--- src/rtl/brfo_pkg.sv ---
`timescale 1ns / 1ps
package brfo_pkg;

    // Memory depth default and the width of the length register and occupancy.
    localparam int DEPTH_DEF = 64;
    localparam int LEN_W     = 7;

    // A get line reads at most this many bytes.
    localparam int MAX_LINE  = 64;
    localparam int CNT_W     = 7;

    localparam logic [7:0] CHAR_CR = 8'h0D;

    // Operation codes of the func field.
    localparam logic [1:0] FUNC_PUT  = 2'd0;
    localparam logic [1:0] FUNC_GET  = 2'd1;
    localparam logic [1:0] FUNC_LINE = 2'd2;

    typedef struct packed {
        logic [1:0] func;
        logic [7:0] data_in;
        logic [7:0] line_limit;
    } in_item_t;

    typedef struct packed {
        logic [7:0]       data_out;
        logic             byte_valid;
        logic             overwrote;
        logic [7:0]       line_count;
        logic [LEN_W-1:0] occupancy;
        logic [LEN_W-1:0] free_space;
        logic             last;
    } out_item_t;

    typedef enum logic [0:0] {
        ST_IDLE,
        ST_LINE
    } state_t;

endpackage

--- src/rtl/byte_ring_fifo_overwrite_line_read_top.sv ---
`timescale 1ns / 1ps
// Results: a put or get result is loaded into the output register by its item transfer;
// a get line first enters the line state, which then loads each of its results.
// Throughput: a put or get is taken as a single item; a get line enters the line state and
// then reads one byte per cycle while the output register is free (one empty result if it
// reads nothing), paced by the single memory read port that always presents the byte at the read pointer.
// Reset (aresetn, synchronous): FIFO empty, pointers zero, length register DEPTH.
module byte_ring_fifo_overwrite_line_read_top #(
    parameter int DEPTH = brfo_pkg::DEPTH_DEF
) (
    input  logic                          aclk,
    input  logic                          aresetn,
    input  logic                          s_valid,
    output logic                          s_ready,
    input  brfo_pkg::in_item_t            s_data,
    output logic                          m_valid,
    input  logic                          m_ready,
    output brfo_pkg::out_item_t           m_data,
    input  logic                          cfg_wr_en,
    input  logic [brfo_pkg::LEN_W-1:0]    cfg_wr_data
);
    import brfo_pkg::*;

    localparam int PTR_W = (DEPTH > 1) ? $clog2(DEPTH) : 1;

    // Pointer step that wraps at the configured length.
    function automatic logic [PTR_W-1:0] adv(input logic [PTR_W-1:0] p,
                                             input logic [LEN_W-1:0] len);
        logic [PTR_W:0] q;
        q = {1'b0, p} + 1'b1;
        if (int'(q) >= int'(len)) begin
            return '0;
        end
        return q[PTR_W-1:0];
    endfunction

    state_t           state_reg, state_next;
    logic [PTR_W-1:0] wr_ptr_reg, wr_ptr_next;
    logic [PTR_W-1:0] rd_ptr_reg, rd_ptr_next;
    logic [LEN_W-1:0] fill_reg, fill_next;
    logic [LEN_W-1:0] len_reg, len_next;
    logic [CNT_W-1:0] budget_reg, budget_next;
    logic [CNT_W-1:0] k_reg, k_next;
    logic [CNT_W-1:0] count_reg, count_next;
    logic             m_valid_reg;
    out_item_t        m_data_reg;

    logic [7:0]       mem [DEPTH];
    logic [7:0]       rd_data_reg;
    logic             fwd_hit_reg;
    logic [7:0]       fwd_data_reg;
    logic             mem_we;
    logic [7:0]       cur_byte;

    logic             out_free;
    logic             out_load;
    out_item_t        res;
    logic [7:0]       lim_m1;
    logic [CNT_W-1:0] budget_calc;
    logic             is_cr;
    logic             fin;
    logic [CNT_W-1:0] cnt_upd;
    logic [LEN_W-1:0] cfg_len;

    assign out_free = !m_valid_reg || m_ready;
    assign s_ready  = (state_reg == ST_IDLE) && out_free;
    assign m_valid  = m_valid_reg;
    assign m_data   = m_data_reg;

    // The byte at the read pointer, with a write of the last cycle forwarded.
    assign cur_byte = fwd_hit_reg ? fwd_data_reg : rd_data_reg;

    // Length register value after clamping to 1..DEPTH.
    always_comb begin
        if (cfg_wr_data == '0) begin
            cfg_len = LEN_W'(1);
        end else if (int'(cfg_wr_data) > DEPTH) begin
            cfg_len = LEN_W'(DEPTH);
        end else begin
            cfg_len = cfg_wr_data;
        end
    end

    // Get line budget: limit minus one, capped at the longest line.
    always_comb begin
        lim_m1 = (s_data.line_limit == 8'd0) ? 8'd0 : s_data.line_limit - 8'd1;
        if (int'(lim_m1) > MAX_LINE) begin
            budget_calc = CNT_W'(MAX_LINE);
        end else begin
            budget_calc = lim_m1[CNT_W-1:0];
        end
    end

    // Next state, pointer updates and result formation.
    always_comb begin
        state_next  = state_reg;
        wr_ptr_next = wr_ptr_reg;
        rd_ptr_next = rd_ptr_reg;
        fill_next   = fill_reg;
        len_next    = len_reg;
        budget_next = budget_reg;
        k_next      = k_reg;
        count_next  = count_reg;
        mem_we      = 1'b0;
        out_load    = 1'b0;
        res         = '0;
        is_cr       = (cur_byte == CHAR_CR);
        fin         = 1'b0;
        cnt_upd     = count_reg;

        unique case (state_reg)
            ST_IDLE: begin
                if (s_valid && s_ready) begin
                    unique case (s_data.func)
                        FUNC_PUT: begin
                            mem_we      = 1'b1;
                            wr_ptr_next = adv(wr_ptr_reg, len_reg);
                            out_load    = 1'b1;
                            res.last    = 1'b1;
                            if (fill_reg >= len_reg) begin
                                res.overwrote = 1'b1;
                                rd_ptr_next   = adv(rd_ptr_reg, len_reg);
                            end else begin
                                fill_next = fill_reg + 1'b1;
                            end
                        end
                        FUNC_GET: begin
                            out_load = 1'b1;
                            res.last = 1'b1;
                            if (fill_reg != '0) begin
                                res.data_out   = cur_byte;
                                res.byte_valid = 1'b1;
                                rd_ptr_next    = adv(rd_ptr_reg, len_reg);
                                fill_next      = fill_reg - 1'b1;
                            end
                        end
                        FUNC_LINE: begin
                            budget_next = budget_calc;
                            k_next      = '0;
                            count_next  = '0;
                            state_next  = ST_LINE;
                        end
                        default: begin
                            out_load = 1'b1;
                            res.last = 1'b1;
                        end
                    endcase
                end
            end
            ST_LINE: begin
                if (out_free) begin
                    out_load = 1'b1;
                    if (k_reg == '0 && (budget_reg == '0 || fill_reg == '0)) begin
                        // Nothing to read: one empty result.
                        res.last   = 1'b1;
                        state_next = ST_IDLE;
                    end else begin
                        rd_ptr_next    = adv(rd_ptr_reg, len_reg);
                        fill_next      = fill_reg - 1'b1;
                        cnt_upd        = is_cr ? count_reg : count_reg + 1'b1;
                        fin            = is_cr || ({1'b0, k_reg} + 1'b1 >= {1'b0, budget_reg})
                                         || (fill_next == '0);
                        res.data_out   = cur_byte;
                        res.byte_valid = 1'b1;
                        res.last       = fin;
                        res.line_count = fin ? 8'(cnt_upd) : 8'd0;
                        count_next     = cnt_upd;
                        k_next         = k_reg + 1'b1;
                        if (fin) begin
                            state_next = ST_IDLE;
                        end
                    end
                end
            end
            default: begin
                state_next = ST_IDLE;
            end
        endcase

        res.occupancy  = fill_next;
        res.free_space = len_reg - fill_next;

        // A length write empties the FIFO; the user must issue it only while idle, the block does not enforce this.
        if (cfg_wr_en) begin
            len_next    = cfg_len;
            wr_ptr_next = '0;
            rd_ptr_next = '0;
            fill_next   = '0;
        end
    end

    // Control and pointer registers.
    always_ff @(posedge aclk) begin
        if (!aresetn) begin
            state_reg   <= ST_IDLE;
            wr_ptr_reg  <= '0;
            rd_ptr_reg  <= '0;
            fill_reg    <= '0;
            len_reg     <= LEN_W'(DEPTH);
            m_valid_reg <= 1'b0;
        end else begin
            state_reg  <= state_next;
            wr_ptr_reg <= wr_ptr_next;
            rd_ptr_reg <= rd_ptr_next;
            fill_reg   <= fill_next;
            len_reg    <= len_next;
            if (out_load) begin
                m_valid_reg <= 1'b1;
            end else if (m_ready) begin
                m_valid_reg <= 1'b0;
            end
        end
    end

    // Item working registers and the output payload.
    always_ff @(posedge aclk) begin
        budget_reg <= budget_next;
        k_reg      <= k_next;
        count_reg  <= count_next;
        if (out_load) begin
            m_data_reg <= res;
        end
    end

    // Byte store: one write port, one read port addressed by the next read pointer.
    always_ff @(posedge aclk) begin
        if (mem_we) begin
            mem[wr_ptr_reg] <= s_data.data_in;
        end
        rd_data_reg  <= mem[rd_ptr_next];
        fwd_hit_reg  <= mem_we && (wr_ptr_reg == rd_ptr_next);
        fwd_data_reg <= s_data.data_in;
    end

endmodule

--- config.mk ---
export PLATFORM = sky130hd
export DESIGN_NAME = byte_ring_fifo_overwrite_line_read_top
export DESIGN_NICKNAME = d
export VERILOG_FILES = /design/src/rtl/brfo_pkg.sv /design/src/rtl/byte_ring_fifo_overwrite_line_read_top.sv
export SDC_FILE = /design/constraint.sdc
export NUM_CORES = 1
export LEC_CHECK = 0
export BUFFER_PORTS_ARGS = -buffer_cell sky130_fd_sc_hd__buf_4
export CORE_ASPECT_RATIO = 0.6
export CORE_MARGIN = 2
export CORE_UTILIZATION = 35
export CTS_BUF_LIST = sky130_fd_sc_hd__clkbuf_8
export CTS_CLUSTER_SIZE = 12
export DETAILED_ROUTE_END_ITERATION = 7
export PLACE_DENSITY = 0.54
export SLEW_MARGIN = 20
export SYNTH_ARGS = -nofsm -noshare
export SYNTH_HDL_FRONTEND = slang
export SYNTH_SLANG_ARGS = --single-unit
--- constraint.sdc ---
create_clock -name aclk -period 9 [get_ports aclk]
set_input_delay 0.45 -clock aclk [delete_from_list [all_inputs] [get_ports aclk]]
set_output_delay 0.45 -clock aclk [all_outputs]
set_load 0.02 [all_outputs]
==> results of run 1 <==
cells in the final DEF, fill, tap and decap left out, drive strengths merged, types with 43 or more instances in the layout:
| cell | instances |
|---|---|
| edfxtp | 565 |
| nand2 | 412 |
| nor2 | 161 |
| a21oi | 149 |
| nand3 | 148 |
| clkbuf | 98 |
| buf | 78 |
| inv | 78 |
| dfxtp | 45 |
| a221oi | 43 |
| ha | 43 |
layer usage:
| layer | GRT usage [%] | up-vias | wire, um |
|---|---|---|---|
| met5 | 0 | - | 13 |
| met4 | 4.08 | 2 | 1080 |
| met2 | 25.9 | 811 | 30500 |
| li1 | - | 7969 | - |
| met1 | 31.7 | 8872 | 37500 |
| met3 | 5.23 | 88 | 7410 |
power groups by stage:
stage	registers (W)	clock network, W	logic (W)
global route	0.00316	0.00233	0.000537
floorplan	0.00323	0	0.000268
detailed placement	0.00322	0	0.000490
CTS	0.00316	0.00221	0.000493
global placement	0.00322	0	0.000485
finish	0.00316	0.00217	0.000495
final cells by class:
class / count / area [sq um]
fill: 7045 / 44600
multi-input combinational: 1350 / 7590
clock buffer: 98 / 1350
timing repair buffer: 81 / 641
clock inverter: 65 / 337
tap: 987 / 1230
sequential: 610 / 17900
inverter: 40 / 150
final timing paths:
kind / start / end / slack [ns]
setup / recovery: rd_ptr_reg[0]$_SDFF_PN0_ / rd_data_reg[4]$_DFF_P_ / 3.00
setup reg to reg: rd_ptr_reg[0]$_SDFF_PN0_ / rd_data_reg[4]$_DFF_P_ / 3.00
hold / removal: cfg_wr_data[6] / len_reg[6]$_SDFFE_PN1P_ / 0.08
hold reg to reg: len_reg[6]$_SDFFE_PN1P_ / len_reg[6]$_SDFFE_PN1P_ / 0.52
logic make-up (layout without fill, tap and decap cells):
group,Yosys count,after routing,synth area share (%)
xor+xnor,40,40,1.34
flops,610,610,68.4
compound gates,363,363,9.02
simple gates,864,864,14.8
mux,38,38,1.50
other cells,1,1,0.0144
buf+inv,167,284,2.80
fa+ha+maj,44,44,2.14
metrics by stage:
step / total power (W) / setup slack [ns] / area (sq um) / hold WS [ns]
final: 0.00583 / 3.00 / 29200 / 0.0794
after global routing: 0.00603 / 2.85 / 29200 / 0.0687
after CTS: 0.00586 / 3.16 / 29200 / 0.0137
after detailed placement: 0.00371 / 3.22 / 27500 / 0.513
after global placement: 0.00371 / 3.27 / 27400 / 0.499
after floorplan: 0.00349 / 5.07 / 26100 / 0.478
timing repair:
item	CTS	global route
endpoints found under the setup margin	0	0
hold endpoints to repair	4	0
resized for setup	0	0
hold buffers	3	0
worst min-delay path, stage by stage:
cell     delay, ns
buf_4         0.11
nor2_1        0.06
o21ai_0       0.15
==> summary.md, run 1 <==
| Metric | Value |
|---|---|
| FP Rows | `between 70 and 80` |
| Final Non-Filler Cells | `between 3000 and 4000` |
| Worst Hold Class | `in -> reg` |
| First-pass GRT wire length | `around 110000 um` |
| Post-layout util | `39.5%` |
| Logic pwr share | `~8.5%` |
| Sw Ratio | `about a quarter` |
| Ys Warns | `0` |
| Seq/Total Area, Yosys | `between 60 and 70%` |
| Max frequency | `0.167 GHz` |
| DRT Pass-1 Iters | `5` |
| Clk root buf | `clkbuf_8` |
| Synthesized area | `26100 sq um` |
| Detailed-route DRC error count | `0` |
| Vias | `between 15000 and 20000` |
| Initial Util | `a little over a third` |
| Gpl congestion | `between 0.8 and 0.9` |
| CTS Buf Count | `89` |
| Synth cell types | `83` |
| Final Max Slew Viols | `0` |
| Area of the core | `about 74000 sq um` |
| Initial antenna violation count | `2` |
| Vias in the first global route | `16600` |
| Post-synthesis register bit count | `610` |
| CTS tree | `done` |
| Clk sinks | `approximately 600` |
| Max-cap violations | `0` |
| Avg Inst Size Synth | `~12 sq um` |
| Clk pin slew, worst setup/hold paths | `0.08 ns` |
| CP max stage cell | `a221oi_1` |
| Crit-path max cell delay | `0.88 ns` |
| Total GRT Usage | `about a fifth` |
| Cells after synthesis | `approximately 2100` |
| Synth cell count leaders | `edfxtp_1, nand2_1, nor2_1` |
| Crit. End Element | `register` |
| CP bufs+invs | `1` |
| Avg WL per Cell | `~24 um` |
| IO Count | `65` |
| Worst-path cell chain | `ha_1 > nand3_1 > xnor2_1 > ha_1 > a211o_1 > o211ai_1 > o311a_1 > a221oi_1 > a311o_1 > nor2_4 > buf_4 > a221oi_1 > o21a_1 > a221oi_1 > a31oi_1` |
| Syn_nets | `about 2200` |
| Iter 0 DRT Violations | `2130` |
| Setup Buffers After CTS | `0` |
| Crit-path max FO | `between 40 and 50` |
| Worst Clk Skew | `0.0507 ns` |
| Top cell type's share of synthesized area | `around two thirds` |
| Max transition margin | `about 25%` |
| Hold path cells | `3` |
| Largest net degree at the start of global routing | `~190` |
| NetSw | `~0.0015 W` |
| Vias per cell | `approximately 5.5` |
| Dominant cell type by area after synthesis | `edfxtp_1` |
| Diode count | `0` |
| Setup TNS | `0 ns` |
| Maximum VDD drop | `roughly 0.12 mV` |
| FF-to-FF path depth | `15` |
| Most frequent CP cell | `a221oi_1` |
| WP data arrival | `about 6.5 ns` |
| Routed wire length | `about 77000 um` |
| Die height | `between 200 and 250 um` |
| Worst Max-Slew Pin Slew | `approximately 1.1 ns` |
| Cell count along the critical path | `15` |
| Die W | `357 um` |
| Worst EP required | `about 9.5 ns` |
| Share of cells above drive strength 1 | `a little over a tenth` |
| Max Root-Sink Buffers | `3` |
| Post-layout min period | `6.00 ns` |
| Most common cell in the netlist | `edfxtp_1` |
| Critical setup path kind | `reg -> reg` |
| Fin crit share | `between 60% and 70%` |
| Grt ovf | `0` |
| Clk pwr share | `37.3%` |
| Post-synth EDFFs | `around 570` |
| Top area cells in the synthesized netlist | `edfxtp_1, nand2_1, dfxtp_1` |
| Ys flop type | `edfxtp_1` |
| Placed cells | `~3100` |
| DP HPWL | `46600 um` |
| CP top delay family | `compound AO/OA/AOI/OAI gates` |
| Hold Vio Cnt, Final | `0` |
| Status | `complete, no violations` |
| Flop pwr share | `between 50% and 60%` |
| Die area | `around 77000 sq um` |
| Worst Setup Start Kind | `register` |
| Post-DRT Antenna Nets | `0` |
| P_leak | `approximately 10 nW` |
| Asr flop ratio synth | `0%` |
| Setup violators final | `0` |
| Internal | `0.00435 W` |
| RSZ-0062 raised after global routing | `false` |
| Layout area overhead | `11.6%` |
| Net count reported at finish | `2246` |
| Max FFs per register | `around 500` |
| Power per cell area | `roughly 200 nW/um^2` |
| PortBufs | `63` |
| Worst-Skew Late Latency | `~0.72 ns` |
| H-tree levels | `3` |
(Power assumes the default switching activity.)
==> run 2, diff against run 1 <==
Settings changed: ABC_AREA set to 1, PLACE_DENSITY 0.54 to 0.55.
Clock period 9 ns to 5.2 ns, I/O delays scaled along.
==> run 2 against run 1 <==
Total power grew 77%. Clock-buffer cell count shrank 6. Synthesized area grew 3.3%. Fmax grew 28%. Final area grew 3.1%. Global-route usage grew 0.13 points.
==> summary.md, run 2 <==
| Metric | Value |
|---|---|
| Status | `complete, no violations` |
| Die area | `79400 sq um (+3.3%)` |
| Largest family of logic cells by synthesized area | `simple AND/OR/NAND/NOR gates` |
| Crit-path max FO | `144 (+200%)` |
| Hold Path Origin | `s_data[4]` |
| Met3 Usage GRT | `5.78% (+0.55 points)` |
| Setup violators final | `0 (unchanged)` |
| Post_cts resized | `0 (unchanged)` |
| Layout area overhead | `11.4%` |
| PortBufs | `63 (unchanged)` |
| Initial Util | `35.6% (+0.15 points)` |
| Worst-Skew Late Latency | `0.68 ns (-0.04 ns)` |
| Worst EP required | `5.82 ns (-3.71 ns)` |
| DRT Pass-1 Iters | `6 (+1)` |
| Clk pin slew, worst setup/hold paths | `0.07 ns (about the same)` |
| CTS Buf Count | `88 (-1.1%)` |
| Fillers | `7327 (+4.0%)` |
| FP Rows | `78 (+1.3%)` |
| Die height | `219 um (+1.6%)` |
| Power Total | `0.0103 W (+77%)` |
| Crit. End Element | `register` |
| First-pass GRT wire length | `119000 um (+4.6%)` |
| Met2 usage | `25.7% (-0.23 points)` |
| Vias per cell | `5.42 (-1.3%)` |
| WP data arrival | `5.32 ns (-1.21 ns)` |
| Post-Synth Simple-Gate Area | `23.6% (+8.8 points)` |
| Total GRT Usage | `19.8% (+0.13 points)` |
| Largest net degree at the start of global routing | `242 (+29%)` |
| Post-synthesis register bit count | `610 (unchanged)` |
| Initial antenna violation count | `1 (-1)` |
| Synthesized area | `27000 sq um (+3.3%)` |
| Max frequency | `0.213 GHz (+28%)` |
| Maximum VDD drop | `0.330 mV (+180%)` |
| Top cell type's share of synthesized area | `62.8% (-2.1 points)` |
| Avg Inst Size Synth | `11.0 sq um (-11%)` |
| Worst Setup Start Kind | `register` |
| Hold Path End | `budget_reg[4]$_SDFFCE_PN0P_` |
| Met1 GRT Util | `31.8% (+0.080 points)` |
| Most common cell in the netlist | `nand3_1` |
| Clk sinks | `610 (unchanged)` |
| Worst Max-Slew Pin Slew | `0.963 ns (-0.163 ns)` |
| CTS tree | `done` |
| Worst Clk Skew | `0.0289 ns (-0.0219 ns)` |
| FF-to-FF path depth | `22 (+7)` |
| Commonest non-fill, non-tap cell in the layout | `nand3_1` |
| Clk root buf | `clkbuf_8` |
| Worst Hold Class | `in -> reg` |
| Fin crit share | `90.4% (+24 points)` |
| Gr busiest metal | `met1` |
| Vias | `19500 (+9.7%)` |
| Hold Vio Cnt, Final | `0 (unchanged)` |
| Max-cap violations | `0 (unchanged)` |
| Vias in the first global route | `18300 (+10%)` |
| Ys Warns | `0 (unchanged)` |
| Power per cell area | `343 nW/um^2 (+71%)` |
| DP HPWL | `48600 um (+4.2%)` |
| Routed wire length | `79000 um (+3.3%)` |
| Syn_nets | `2532 (+15%)` |
| Synth Area in Compound Gates | `2.02% (-7.0 points)` |
| Final Max Slew Viols | `0 (unchanged)` |
| P_leak | `11.0 nW (+7.8%)` |
| Cells after synthesis | `2458 (+16%)` |
| Grt ovf | `0 (unchanged)` |
| R2R Setup Slk | `0.50 ns (-2.50 ns)` |
| Gpl congestion | `0.933 (+5.8%)` |
| Die W | `363 um (+1.6%)` |
| Iter 0 DRT Violations | `2746 (+29%)` |
| Synth cell types | `52 (-37%)` |
| RSZ-0062 raised after global routing | `false` |
| Seq/Total Area, Yosys | `66.2% (-2.2 points)` |
| Avg WL per Cell | `22.0 um (-7.0%)` |
| Critical setup path kind | `reg -> reg` |
| Max FFs per register | `512 (unchanged)` |
| Detailed-route DRC error count | `0 (unchanged)` |
| Post-layout min period | `4.70 ns (-1.30 ns)` |
| Net count reported at finish | `2598 (+16%)` |
| Post-synthesis mux area share | `0.334% (-1.2 points)` |
| Ys flop type | `edfxtp_1` |
| Setup TNS | `0 ns (unchanged)` |
| Share of cells above drive strength 1 | `9.77% (-0.66 points)` |
| IO Count | `65 (unchanged)` |
| Synth cell count leaders | `nand3_1, edfxtp_1, nand2_1` |
| Max Root-Sink Buffers | `3 (unchanged)` |
| Post-synth EDFFs | `565 (unchanged)` |
| Post-DRT Antenna Nets | `0 (unchanged)` |
| Reg2reg start | `rd_ptr_reg[0]$_SDFF_PN0_` |
| RR Endpoint | `rd_data_reg[3]$_DFF_P_` |
| H-tree levels | `3 (unchanged)` |
| Hold path cells | `4 (+1)` |
| Area of the core | `75900 sq um (+2.9%)` |
| Post-synthesis xor/xnor area fraction | `0.973% (-0.37 points)` |
| Asr flop ratio synth | `0% (unchanged)` |
| Most frequent cells in the layout | `nand3_1, edfxtp_1, nand2_1` |
| Dominant cell type by area after synthesis | `edfxtp_1` |
| Top area cells in the synthesized netlist | `edfxtp_1, nand3_1, nand2_1` |
| Max transition margin | `35.5% (+11 points)` |
| Post-synthesis adder-cell area fraction | `2.07% (-0.069 points)` |
-- run 2: cell types whose count changed after synthesis, sizes merged, moves of 26 or more --
cell / before / now
inv: 39 / 116
nand3: 148 / 758
buf: 84 / 128
and3: 33 / 1
nand2: 412 / 448
a221oi: 43 / 0
a311oi: 26 / 0
a21oi: 149 / 39
-- run 2: cells by family (layout without fill, tap and decap cells) --
kind of cell	after synthesis	in the layout
XOR/XNOR	30	30
AND/OR/NAND/NOR	1399	1399
AO/OA/AOI/OAI	95	95
adder cells (fa/ha/maj)	44	44
buffers and inverters	270	401
multiplexers	9	9
other	1	2
flip-flops	610	610
-- run 2: stage by stage --
step | cell area [sq um] | utilization (%) | std cells | setup slack, ns | hold slack, ns
2_1_floorplan | 27000 | - | 2458 | 1.96 | 0.288
3_3_place_gp | 28300 | 37.3 | 3415 | 0.769 | 0.500
3_5_place_dp | 28300 | 37.3 | 3415 | 0.789 | 0.503
4_1_cts | 30100 | 39.6 | 3588 | 0.769 | 0.00672
5_1_grt | 30100 | 39.6 | 3589 | 0.160 | 0.0510
6_report | 30100 | 39.6 | 3590 | 0.500 | 0.0627
-- run 2: power by group --
part	internal, W	switching (W)	leakage, nW	total [W]
Sequential	0.00544	0.0000644	5.49	0.00550
Combinational	0.000336	0.000901	4.64	0.00124
Clock	0.00169	0.00187	0.901	0.00356
Total	0.00746	0.00284	11.0	0.0103
-- run 2: how the worst max path moves through the flow --
stage / startpoint / end / cells after the start
after detailed placement: rd_ptr_reg[0]$_SDFF_PN0_ / rd_data_reg[1]$_DFF_P_ / 22
after CTS: rd_ptr_reg[0]$_SDFF_PN0_ / rd_data_reg[1]$_DFF_P_ / 22
after floorplan: len_reg[6]$_SDFFE_PN1P_ / m_data[7]$_DFFE_PP_ / 23
after global placement: rd_ptr_reg[0]$_SDFF_PN0_ / rd_data_reg[1]$_DFF_P_ / 22
after global routing: rd_ptr_reg[0]$_SDFF_PN0_ / rd_data_reg[3]$_DFF_P_ / 22
final: rd_ptr_reg[0]$_SDFF_PN0_ / rd_data_reg[3]$_DFF_P_ / 22
-- run 2: repair_timing --
action / CTS / global route
buffers inserted: 0 / 0
hold endpoints to repair: 23 / 0
hold buffers: 18 / 0
-- run 2: cell type report --
type	count	area, sq um	share of cell area (%)
antenna	1	2.50	0.00832
clock buffer	92	1270	4.21
clock inverter	63	300	0.998
inverter	122	462	1.53
multi-input combinational	1578	7850	26.1
sequential	610	17900	59.4
tap	1000	1250	4.16
timing repair buffer	124	1080	3.60
-- run 2: routing by layer --
metal / part of all wire [%] / wire length (um)
met4: 1.5 / 1170
met1: 48 / 38100
met5: 0 / 0
met2: 39 / 30800
met3: 11 / 9000
-- run 2: worst max-delay path: stages, from the launching register on --
cell and delay [ns]:
dfxtp_1 0.48, ha_1 0.23, nand3_1 0.13, xor2_1 0.22, inv_1 0.07, ha_1 0.30, nand2_1 0.07, a21oi_1 0.05
nor2_1 0.16, nand3_1 0.13, nand2_1 0.08, nand2_1 0.12, nor2_8 0.17, buf_12 0.37, buf_16 0.44, nand3_1 0.15
nand3_1 0.14, nand3_1 0.08, nand3_1 0.34, nand3_1 0.25, nand2_1 0.18, nand2_1 0.06, nand2_1 0.08
